## config.mk

```make
export PLATFORM = sky130hd
export DESIGN_NAME = matting_sample_cost_select
export DESIGN_NICKNAME = d
export VERILOG_FILES = /design/src/design/mscs_pkg.sv /design/src/design/matting_sample_cost_select.sv
export SDC_FILE = /design/constraint.sdc
export NUM_CORES = 2
export LEC_CHECK = 0
export ABC_AREA = 1
export BUFFER_PORTS_ARGS = -buffer_cell sky130_fd_sc_hd__buf_2
export CAP_MARGIN = 20
export CORE_MARGIN = 2
export CORE_UTILIZATION = 40
export CTS_CLUSTER_SIZE = 16
export DETAILED_ROUTE_END_ITERATION = 8
export PLACE_DENSITY_LB_ADDON = 0.25
export REMOVE_ABC_BUFFERS = 1
export SLEW_MARGIN = 20
export SYNTH_ARGS = -nofsm -noshare
export SYNTH_HDL_FRONTEND = slang
export SYNTH_SLANG_ARGS = --single-unit
export TNS_END_PERCENT = 30
```

## constraint.sdc

```tcl
create_clock -name aclk -period 16.26 [get_ports aclk]
set_input_delay 4.878 -clock aclk [delete_from_list [all_inputs] [get_ports aclk]]
set_output_delay 4.878 -clock aclk [all_outputs]
set_load 0.03 [all_outputs]
```

## src/design/mscs_pkg.sv

```systemverilog
package mscs_pkg;

    localparam int S_TDATA_W = 232;
    localparam int M_TDATA_W = 80;

    localparam int COLOR_W = 24;
    localparam int POS_W   = 24;
    localparam int IDX_W   = 16;
    localparam int NEAR_W  = 25;
    localparam int ALPHA_W = 17;
    localparam int COST_W  = 24;

    localparam int ONE_Q16 = 65536;
    localparam logic [COST_W-1:0] COST_MAX = {COST_W{1'b1}};

    localparam int COORD_BITS_DEF = 12;
    localparam int INDEX_BITS_DEF = 16;

    localparam int SQSUM_W = 52;
    localparam int REM_W   = 30;
    localparam int ROOT_W  = 26;

endpackage

```

## src/design/matting_sample_cost_select.sv

```systemverilog
// channel | dir | handshake         | payload
// s_      | in  | s_tvalid/s_tready | s_tdata candidate pair, s_tuser start_pixel
// m_      | out | m_tvalid/m_tready | m_tdata kept pair, m_tuser improved
//
// the distance divisions form QW = 2*COORD_BITS + 17 quotient bits
// all divisions and square roots run on one shift/compare/subtract unit
// reset clears the kept pair (cost all ones) and the sequencer
// s_tready is high only when the sequencer is idle
// a finished word waits in the output register while the next word is taken
module matting_sample_cost_select #(
    parameter int COORD_BITS = mscs_pkg::COORD_BITS_DEF,
    parameter int INDEX_BITS = mscs_pkg::INDEX_BITS_DEF
) (
    input  logic                           aclk,
    input  logic                           aresetn,
    input  logic                           s_tvalid,
    output logic                           s_tready,
    // pixel_color, fg_color, bg_color, pixel_pos, fg_pos, bg_pos,
    // fg_index, bg_index, fg_near_dist2, bg_near_dist2, zero fill
    input  logic [mscs_pkg::S_TDATA_W-1:0] s_tdata,
    // start_pixel
    input  logic                           s_tuser,
    output logic                           m_tvalid,
    input  logic                           m_tready,
    // best_fg, best_bg, best_alpha, best_cost, zero fill
    output logic [mscs_pkg::M_TDATA_W-1:0] m_tdata,
    // improved
    output logic                           m_tuser
);

    localparam int C     = COORD_BITS;
    localparam int D2W   = 2 * C + 1;
    localparam int QW    = D2W + 16;
    localparam int SQW   = QW + (QW % 2);
    localparam int SRCW  = mscs_pkg::SQSUM_W;
    localparam int W     = mscs_pkg::REM_W;
    localparam int RW    = mscs_pkg::ROOT_W;
    localparam int KIW   = (INDEX_BITS < mscs_pkg::IDX_W) ? INDEX_BITS : mscs_pkg::IDX_W;
    localparam int CW    = mscs_pkg::COST_W;
    localparam int CSW   = CW + 2;
    localparam int AW    = mscs_pkg::ALPHA_W;
    localparam int NW    = mscs_pkg::NEAR_W;

    typedef enum logic [3:0] {
        S_IDLE, S_DOT, S_ADIV, S_RES, S_CSQRT, S_DPREP, S_DDIV, S_DSQRT, S_DONE
    } state_t;

    state_t state_reg;
    logic [5:0] cnt_reg;
    logic       sel_reg;
    logic       start_reg;

    logic [23:0] pix_reg, fgc_reg, bgc_reg, ppos_reg, fpos_reg, bpos_reg;
    logic [15:0] fidx_reg, bidx_reg;
    logic [NW-1:0] fnear_reg, bnear_reg;

    logic signed [19:0] num_reg;
    logic [17:0]        den_reg;
    logic [AW-1:0]      alpha_reg;
    logic [RW-1:0]      absr_reg;
    logic [SRCW-1:0]    src_reg;
    logic [W-1:0]       rem_reg;
    logic [QW-1:0]      quo_reg;
    logic [NW-1:0]      dvs_reg;
    logic [CSW-1:0]     cost_reg;

    logic [KIW-1:0] kfg_reg, kbg_reg;
    logic [AW-1:0]  kalpha_reg;
    logic [CW-1:0]  kcost_reg;

    function automatic logic [C-1:0] coord_y(input logic [23:0] p);
        logic [23:0] t;
        t = p >> COORD_BITS;
        return t[C-1:0];
    endfunction

    // shared shift / compare / subtract unit
    logic          div_mode;
    logic [W-1:0]  shifted, trial, newrem;
    logic          ge;
    logic [QW-1:0] quo_next;

    always_comb begin
        div_mode = (state_reg == S_ADIV) || (state_reg == S_DDIV);
        if (div_mode) begin
            shifted = {rem_reg[W-2:0], src_reg[SRCW-1]};
            trial   = W'(dvs_reg);
        end else begin
            shifted = {rem_reg[W-3:0], src_reg[SRCW-1:SRCW-2]};
            trial   = W'({quo_reg[RW-1:0], 2'b01});
        end
        ge       = shifted >= trial;
        newrem   = ge ? (shifted - trial) : shifted;
        quo_next = {quo_reg[QW-2:0], ge};
    end

    // per-channel arithmetic
    logic [1:0]         ch;
    logic signed [8:0]  dib, dfb;
    logic signed [19:0] tnum, tden;
    logic signed [27:0] prod, r_c, ar_c;

    always_comb begin
        ch   = (state_reg == S_RES) ? cnt_reg[2:1] : cnt_reg[1:0];
        dib  = $signed({1'b0, pix_reg[8*ch +: 8]}) - $signed({1'b0, bgc_reg[8*ch +: 8]});
        dfb  = $signed({1'b0, fgc_reg[8*ch +: 8]}) - $signed({1'b0, bgc_reg[8*ch +: 8]});
        tnum = dib * dfb;
        tden = dfb * dfb;
        prod = $signed({1'b0, alpha_reg}) * dfb;
        r_c  = ($signed(dib) <<< 16) - prod;
        ar_c = r_c[27] ? -r_c : r_c;
    end

    // distance term setup
    logic [23:0]    opos;
    logic [C-1:0]   x0, y0, x1, y1;
    logic [C-1:0]   adx, ady;
    logic [D2W-1:0] d2;
    logic [NW-1:0]  near;

    always_comb begin
        opos = sel_reg ? bpos_reg : fpos_reg;
        near = sel_reg ? bnear_reg : fnear_reg;
        x0   = ppos_reg[C-1:0];
        x1   = opos[C-1:0];
        y0   = coord_y(ppos_reg);
        y1   = coord_y(opos);
        adx  = (x0 >= x1) ? (x0 - x1) : (x1 - x0);
        ady  = (y0 >= y1) ? (y0 - y1) : (y1 - y0);
        d2   = D2W'(adx) * D2W'(adx) + D2W'(ady) * D2W'(ady);
    end

    // final selection
    logic [CW-1:0]  cost_sat, base_cost;
    logic           better;

    always_comb begin
        cost_sat  = (cost_reg > CSW'(mscs_pkg::COST_MAX)) ? mscs_pkg::COST_MAX
                                                          : cost_reg[CW-1:0];
        base_cost = start_reg ? mscs_pkg::COST_MAX : kcost_reg;
        better    = cost_sat < base_cost;
        s_tready  = (state_reg == S_IDLE);
    end

    always_ff @(posedge aclk) begin
        if (!aresetn) begin
            state_reg  <= S_IDLE;
            cnt_reg    <= '0;
            sel_reg    <= 1'b0;
            m_tvalid   <= 1'b0;
            kfg_reg    <= '0;
            kbg_reg    <= '0;
            kalpha_reg <= '0;
            kcost_reg  <= mscs_pkg::COST_MAX;
        end else begin
            if (m_tvalid && m_tready) begin
                m_tvalid <= 1'b0;
            end
            case (state_reg)
                S_IDLE: begin
                    if (s_tvalid) begin
                        start_reg <= s_tuser;
                        pix_reg   <= s_tdata[23:0];
                        fgc_reg   <= s_tdata[47:24];
                        bgc_reg   <= s_tdata[71:48];
                        ppos_reg  <= s_tdata[95:72];
                        fpos_reg  <= s_tdata[119:96];
                        bpos_reg  <= s_tdata[143:120];
                        fidx_reg  <= s_tdata[159:144];
                        bidx_reg  <= s_tdata[175:160];
                        fnear_reg <= s_tdata[200:176];
                        bnear_reg <= s_tdata[225:201];
                        num_reg   <= '0;
                        den_reg   <= '0;
                        cnt_reg   <= '0;
                        state_reg <= S_DOT;
                    end
                end
                S_DOT: begin
                    num_reg <= num_reg + tnum;
                    den_reg <= den_reg + 18'(tden);
                    if (cnt_reg == 6'd2) begin
                        cnt_reg <= '0;
                        state_reg <= S_RES;
                        if ((num_reg + tnum) <= 0 || (den_reg + 18'(tden)) == '0) begin
                            alpha_reg <= '0;
                        end else if ((num_reg + tnum) >= $signed({2'b0, den_reg + 18'(tden)})) begin
                            alpha_reg <= AW'(mscs_pkg::ONE_Q16);
                        end else begin
                            rem_reg   <= W'(18'(num_reg + tnum));
                            src_reg   <= '0;
                            quo_reg   <= '0;
                            dvs_reg   <= NW'(den_reg + 18'(tden));
                            cnt_reg   <= 6'd16;
                            state_reg <= S_ADIV;
                        end
                    end else begin
                        cnt_reg <= cnt_reg + 6'd1;
                    end
                end
                S_ADIV: begin
                    rem_reg <= newrem;
                    quo_reg <= quo_next;
                    src_reg <= src_reg << 1;
                    cnt_reg <= cnt_reg - 6'd1;
                    if (cnt_reg == 6'd1) begin
                        alpha_reg <= AW'(quo_next[15:0]);
                        cnt_reg   <= '0;
                        state_reg <= S_RES;
                    end
                end
                S_RES: begin
                    if (!cnt_reg[0]) begin
                        absr_reg <= ar_c[RW-1:0];
                        if (cnt_reg == '0) begin
                            src_reg <= '0;
                        end
                    end else begin
                        src_reg <= src_reg + SRCW'(absr_reg * absr_reg);
                    end
                    if (cnt_reg == 6'd5) begin
                        rem_reg   <= '0;
                        quo_reg   <= '0;
                        cnt_reg   <= 6'(RW);
                        state_reg <= S_CSQRT;
                    end else begin
                        cnt_reg <= cnt_reg + 6'd1;
                    end
                end
                S_CSQRT: begin
                    rem_reg <= newrem;
                    quo_reg <= quo_next;
                    src_reg <= src_reg << 2;
                    cnt_reg <= cnt_reg - 6'd1;
                    if (cnt_reg == 6'd1) begin
                        cost_reg  <= CSW'(quo_next[RW-1:8]);
                        sel_reg   <= 1'b0;
                        state_reg <= S_DPREP;
                    end
                end
                S_DPREP: begin
                    src_reg   <= SRCW'({d2, 16'b0}) << (SRCW - QW);
                    rem_reg   <= '0;
                    quo_reg   <= '0;
                    dvs_reg   <= (near == '0) ? NW'(1) : near;
                    cnt_reg   <= 6'(QW);
                    state_reg <= S_DDIV;
                end
                S_DDIV: begin
                    rem_reg <= newrem;
                    quo_reg <= quo_next;
                    src_reg <= src_reg << 1;
                    cnt_reg <= cnt_reg - 6'd1;
                    if (cnt_reg == 6'd1) begin
                        src_reg   <= SRCW'(quo_next) << (SRCW - SQW);
                        rem_reg   <= '0;
                        quo_reg   <= '0;
                        cnt_reg   <= 6'(SQW / 2);
                        state_reg <= S_DSQRT;
                    end
                end
                S_DSQRT: begin
                    rem_reg <= newrem;
                    quo_reg <= quo_next;
                    src_reg <= src_reg << 2;
                    cnt_reg <= cnt_reg - 6'd1;
                    if (cnt_reg == 6'd1) begin
                        cost_reg <= cost_reg + CSW'(quo_next[RW-1:0]);
                        if (sel_reg) begin
                            state_reg <= S_DONE;
                        end else begin
                            sel_reg   <= 1'b1;
                            state_reg <= S_DPREP;
                        end
                    end
                end
                S_DONE: begin
                    if (!m_tvalid || m_tready) begin
                        if (better) begin
                            kfg_reg    <= fidx_reg[KIW-1:0];
                            kbg_reg    <= bidx_reg[KIW-1:0];
                            kalpha_reg <= alpha_reg;
                            kcost_reg  <= cost_sat;
                            m_tdata    <= {7'b0, cost_sat, alpha_reg,
                                           16'(bidx_reg[KIW-1:0]), 16'(fidx_reg[KIW-1:0])};
                        end else if (start_reg) begin
                            kfg_reg    <= '0;
                            kbg_reg    <= '0;
                            kalpha_reg <= '0;
                            kcost_reg  <= mscs_pkg::COST_MAX;
                            m_tdata    <= {7'b0, mscs_pkg::COST_MAX, 17'b0, 16'b0, 16'b0};
                        end else begin
                            m_tdata    <= {7'b0, kcost_reg, kalpha_reg, 16'(kbg_reg), 16'(kfg_reg)};
                        end
                        m_tuser   <= better;
                        m_tvalid  <= 1'b1;
                        state_reg <= S_IDLE;
                    end
                end
                default: begin
                    state_reg <= S_IDLE;
                end
            endcase
        end
    end

    a_alpha_range: assert property (@(posedge aclk) disable iff (!aresetn)
        kalpha_reg <= AW'(mscs_pkg::ONE_Q16))
        else $error("kept alpha above one");

    a_improved_cost: assert property (@(posedge aclk) disable iff (!aresetn)
        m_tvalid && m_tuser |-> m_tdata[72:49] != mscs_pkg::COST_MAX)
        else $error("improved pair with empty cost");

    a_busy_after_accept: assert property (@(posedge aclk) disable iff (!aresetn)
        s_tvalid && s_tready |=> !s_tready)
        else $error("ready right after accept");

endmodule

```

# Word level (Yosys, flattened, before mapping)
# Cells that the tools add are included.
[op_classes] addsub=18 n_mul=6 magnitude_cmp=7 eq_ne=23 shifts=3 mux=81 bitwise=1 n_reduce_logical=33
[op_table] op="52-bit 2-to-1 mux" n=6
[op_table] op="52-bit case mux with 6 select lines" n=1
[op_table] op="40-bit 2-to-1 mux" n=5
[op_table] op="40-bit case mux with 5 select lines" n=1
[op_table] op="29-bit 2-to-1 mux" n=6
[op_table] op="73-bit 2-to-1 mux" n=2
[op_table] op="29-bit case mux with 5 select lines" n=1
[op_table] op="25-bit 2-to-1 mux" n=5
[op_table] op="17-bit 2-to-1 mux" n=6
[op_table] op="24-bit 2-to-1 mux" n=4
[op_table] op="26-bit 2-to-1 mux" n=3
[op_table] op="24-bit by 6-bit variable part select with 8-bit output" n=3
[op_table] op="52-bit adder" n=1
[op_table] op="26-bit by 26-bit multiplier with 52-bit output" n=1
[op_table] op="26-bit case mux with 2 select lines" n=1
[op_table] op="25-bit case mux with 2 select lines" n=1
[op_table] op="12-bit by 12-bit multiplier with 24-bit output" n=2
[op_table] op="16-bit 2-to-1 mux" n=3
[op_table] op="12-bit subtractor" n=4
[op_table] op="6-bit case mux with 7 select lines" n=1
[op_table] op="20-bit case mux with 2 select lines" n=1
[op_table] op="9-bit by 9-bit multiplier with 18-bit output" n=2
[op_table] op="4-bit 2-to-1 mux" n=9
[op_table] op="18-bit case mux with 2 select lines" n=1
[op_table] op="62 further kinds" n=102
[totals] reg_bits=646 in_bits=237 out_inout_bits=83 word_cells=203

# Depth between registers and ports, before layout
[depth] depth_word=11 mapped_depth=70 mapped_depth_nobuf=69

# Worst setup path after synthesis
# Ideal clock, no wire load.
[synth_path] path_kind="input to register" startpoint="input port aresetn" endpoint="register bgc_reg[0], enable pin" setup_ps=820 arrival_ps=14919 t_required_ps=15440 slack_ps=521 path_stages=4 n_path_buf=2 cell_sequence="clkbuf_1 > inv_2 > buf_1 > nor2_1"
[synth_via] elab_chain_len=1
[synth_rtl] element="start, declared" line="matting_sample_cost_select.sv:15" text="input logic aresetn,"
[synth_rtl] element="3-bit AND reduction (no source line)"
[synth_rtl] element="end signal, assigned" line="matting_sample_cost_select.sv:165" text="bgc_reg <= s_tdata[71:48];"
[synth_rtl] element="end, declared" line="matting_sample_cost_select.sv:53" text="logic [23:0] pix_reg, fgc_reg, bgc_reg, ppos_reg, fpos_reg, bpos_reg;"
# Every way passes these cells.
# A chain may end at the register's enable or synchronous reset.

# Worst setup path after layout
[layout_path] startpoint="register state_reg[3]" endpoint="register src_reg[6], enable pin"
[layout_via] elab_chain_len=10 elab_cells_between_ends=29 classes_between="5 x add/sub; 2 x mul; 2 x order compare; 11 x eq/ne; 3 x shift; 1 x mux; 5 x reduce/logical"
[layout_rtl] element="start, declared" line="matting_sample_cost_select.sv:48" text="state_t state_reg;"
[layout_rtl] element="start signal, assigned" line="matting_sample_cost_select.sv:147" text="state_reg <= S_IDLE;"
[layout_rtl] element="start signal, assigned" line="matting_sample_cost_select.sv:176" text="state_reg <= S_DOT;"
[layout_rtl] element="start signal, assigned" line="matting_sample_cost_select.sv:184" text="state_reg <= S_RES;"
[layout_rtl] element="4-bit by 2-bit equality test with 1-bit output" line="matting_sample_cost_select.sv:104, matting_sample_cost_select.sv:159"
[layout_rtl] element="2-bit 2-to-1 mux" line="matting_sample_cost_select.sv:104" text="ch = (state_reg == S_RES) ? cnt_reg[2:1] : cnt_reg[1:0];"
[layout_rtl] element="24-bit by 6-bit variable part select with 8-bit output (on tied branches)" line="matting_sample_cost_select.sv:105, matting_sample_cost_select.sv:106"
[layout_rtl] element="8-bit by 8-bit subtractor with 9-bit output (on tied branches)" line="matting_sample_cost_select.sv:105, matting_sample_cost_select.sv:106"
[layout_rtl] element="9-bit by 9-bit multiplier with 18-bit output (on tied branches)" line="matting_sample_cost_select.sv:107, matting_sample_cost_select.sv:108"
[layout_rtl] element="20-bit by 18-bit adder with 21-bit output or 18-bit adder (tied branches)" line="matting_sample_cost_select.sv:185, matting_sample_cost_select.sv:187"
[layout_rtl] element="21-bit by 1-bit <= comparator with 1-bit output or 18-bit logical NOT (tied branches)" line="matting_sample_cost_select.sv:185" text="if ((num_reg + tnum) <= 0 || (den_reg + 18'(tden)) == '0) begin"
[layout_rtl] element="1-bit logical OR" line="matting_sample_cost_select.sv:185"
[layout_rtl] element="2-bit != test (no source line)"
[layout_rtl] element="6-bit AND reduction (no source line) (*)"
[layout_rtl] element="end signal, assigned" line="matting_sample_cost_select.sv:204" text="src_reg <= src_reg << 1;"
[layout_rtl] element="end signal, assigned" line="matting_sample_cost_select.sv:219" text="src_reg <= src_reg + SRCW'(absr_reg * absr_reg);"
[layout_rtl] element="end signal, assigned" line="matting_sample_cost_select.sv:233" text="src_reg <= src_reg << 2;"
[layout_rtl] element="end, declared" line="matting_sample_cost_select.sv:61" text="logic [SRCW-1:0] src_reg;"
# Mark *: on every way between the ends. The rest lies on a longest branch, timed or not.

==> qor.yml <==
synthesis:
  ys_ff_latch: 639
  yosysTopAreaCell: "fa_1"
  synthArstFlopShare_pct: 0
  ys_seq_area_share_pct: 24.6
  synth_area_per_cell_sq_um: 8.69
  syn_inst: 8594
  synth.top_cell.area_share_pct: 27.1
  synthFlopType: "edfxtp_1"
  synth.area.top_cells: "fa_1 (27%), edfxtp_1 (22%), ha_1 (11%), inv_1 (10%), nand2_1 (7.2%)"
  synth_edf_count: 554
  synthesis.area_sq_um: 74700
  yosysWarnings: 0
  ys_types: 66
critical_path:
  worstPathRequired_ns: 16.56
  crit_family: "adder cells"
  arrival_ns: 13.63
  path_class: "register to register"
  crit_fanout: 52
  end_kind: "register"
  path_common_cell: "nand2_1"
  crit_buf_inv: 10
  startpoint_type: "register"
  slowest_delay_ns: 0.64
  slowest_stage: "buf_4"
sta:
  max_freq_mhz: 75.1
  finalSetupViolations: 0
  fin_crit_sh_pct: 81.9
  finalClockSkew_ns: 0.0585
  final-hold-violation-count: 0
  slew_viol_final: 0
  worstMarginPinSlew_ns: 1.15
  rsz0062_at_grt: "false"
  fin_crit_ns: 13.32
  slew_headroom_pct: 22.9
routing:
  wl_um: 205000
  wl_per_cell_um: 18.0
  wl_met3_um: 10400
  top_layer_used: "met5"
  route.met2.wl_um: 102000
  drcViolationCount: 0
  dr.pass1.iters: 6
  vias: 56800
  drt-met1-wl_um: 85700
  viasPerCell: 4.99
  antenna_left: 0
  first_iter_violations: 3728
global_route:
  grt_pass1_wl_um: 329000
  grt-ovfl-total: 0
  track_usage_pct: 21.9
  antenna_found_initial: 6
  grt_max_degree: 127
  first_global_vias: 59800
floorplanning:
  chipWidth_um: 436
  floorplan.initialDensity_pct: 40.3
  die_area_sq_um: 190000
  rows: 158
  top_level_ports: 320
  coreArea_sq_um: 185000
  die_h_um: 436
status:
  outcome: "finished clean"
place:
  place.gp.congestion: 0.898
  place_area_sq_um: 79100
  port-buffer-count: 306
  hpwlAfterDp_um: 165000
clock_tree:
  cts_buffers: 79
  clk_pin_slew_ns: 0.06
  cts-root-buf: "clkbuf_16"
  clockBufferDepth: 3
  cts_htree_levels: 3
  clock_latency_ns: 0.73
  cts_hold_buffers: 0
  cts_tree: "yes"
  cts_setup_buffers: 0
  clock-sinks: 639
  cts.repair.resized: 0
flow_run:
  drv_cap: 0
cells_and_area:
  area_growth_pct: 9.68
  final_area_sq_um: 81900
  drive_gt1_share_pct: 7.27
  largest_reg_flops: 73
  fillCellCount: 18400
  nNetsFinal: 10700
hold_path:
  hold_class: "register to register"
cells in the final DEF (no fill, tap or decap), drive strengths merged, types with 46 or more instances in the layout:
master	Yosys	final
dfxtp	85	85
ha	663	663
xnor2	72	72
inv	2065	2071
xor2	154	154
nor3	46	46
nand2	1445	1445
clkbuf	207	95
or2	80	80
o21ai	487	487
nor2	721	721
a21oi	406	406
buf	49	397
nand3	207	207
fa	1012	1012
edfxtp	554	554
metal layers:
layer / track usage [%] / vias up
li1: - / 27100
met1: 28.1 / 28100
met2: 38.1 / 1311
met3: 2.89 / 311
met4: 7.34 / 4
met5: 0 / -
cell type report:
cell class / count / area (sq um) / share of cell area [%]
diodes: 3 / 7.51 / 0.00917
clock inverters: 51 / 711 / 0.868
inverters: 2073 / 7780 / 9.50
repair buffers: 397 / 2230 / 2.72
clock buffers: 95 / 2090 / 2.55
well taps: 2480 / 3100 / 3.79
flip-flops and latches: 639 / 18300 / 22.4
multi-input cells: 5632 / 47600 / 58.2
path summary, 6_finish.rpt:
check                                                  to  cells past startpoint                       from  slack, ns
worst min-delay path            kcost_reg[3]$_SDFFE_PN1P_                      2  kcost_reg[3]$_SDFFE_PN1P_       0.47
worst min register to register  kcost_reg[3]$_SDFFE_PN1P_                      2  kcost_reg[3]$_SDFFE_PN1P_       0.47
worst max register to register       src_reg[6]$_DFFE_PP_                     58  state_reg[3]$_SDFFE_PN0P_       2.94
worst max-delay path                 src_reg[6]$_DFFE_PP_                     58  state_reg[3]$_SDFFE_PN0P_       2.94
cell usage after synthesis, types with 23 or more instances:
cell type and instances:
o21bai_1 29, o21ai_0 476, nand4_1 42, inv_1 2056
fa_1 1012, dfxtp_1 85, clkbuf_1 206, or2_2 77
a221oi_1 23, nand3_1 205, nor3_1 44, a21oi_1 405
ha_1 663, nand2_1 1441, mux2i_1 29, xnor2_1 70
edfxtp_1 554, xor2_1 151, nor2_1 719
cells by family (layout without fill, tap and decap cells):
logic type               count (synthesis)  in the layout  share of synthesized area (%)
AO/OA/AOI/OAI                         1116           1116                           8.30
XOR/XNOR                               226            226                           2.70
adder cells (fa/ha/maj)               1675           1675                           38.2
buffers and inverters                 2329           2616                           11.8
flip-flops                             639            639                           24.6
multiplexers                            29             29                          0.389
other                                    1             10                        0.00502
AND/OR/NAND/NOR                       2579           2579                           14.0
through the flow:
stage,util [%],hold slack [ns],setup WS (ns),cells,setup TNS [ns]
after floorplan,-,0.441,-0.217,8344,-14.97
after global placement,42.6,0.450,3.17,11200,0
after detailed placement,42.6,0.454,2.98,11200,0
after CTS,44.2,0.469,2.90,11400,0
after global routing,44.2,0.491,1.84,11400,0
final,44.2,0.467,2.94,11400,0
worst register-to-register path, delay by kind of cell, from the launching register on:
family / cells / cell delay [ns]
simple gates: 20 / 2.58
fa+ha+maj: 10 / 3.94
flops: 1 / 0.38
xor+xnor: 2 / 0.35
buf+inv: 10 / 2.66
compound gates: 16 / 2.96
Power is not shown: default switching activity piles up to over one toggle a cycle in this logic, so the estimate is an artifact.
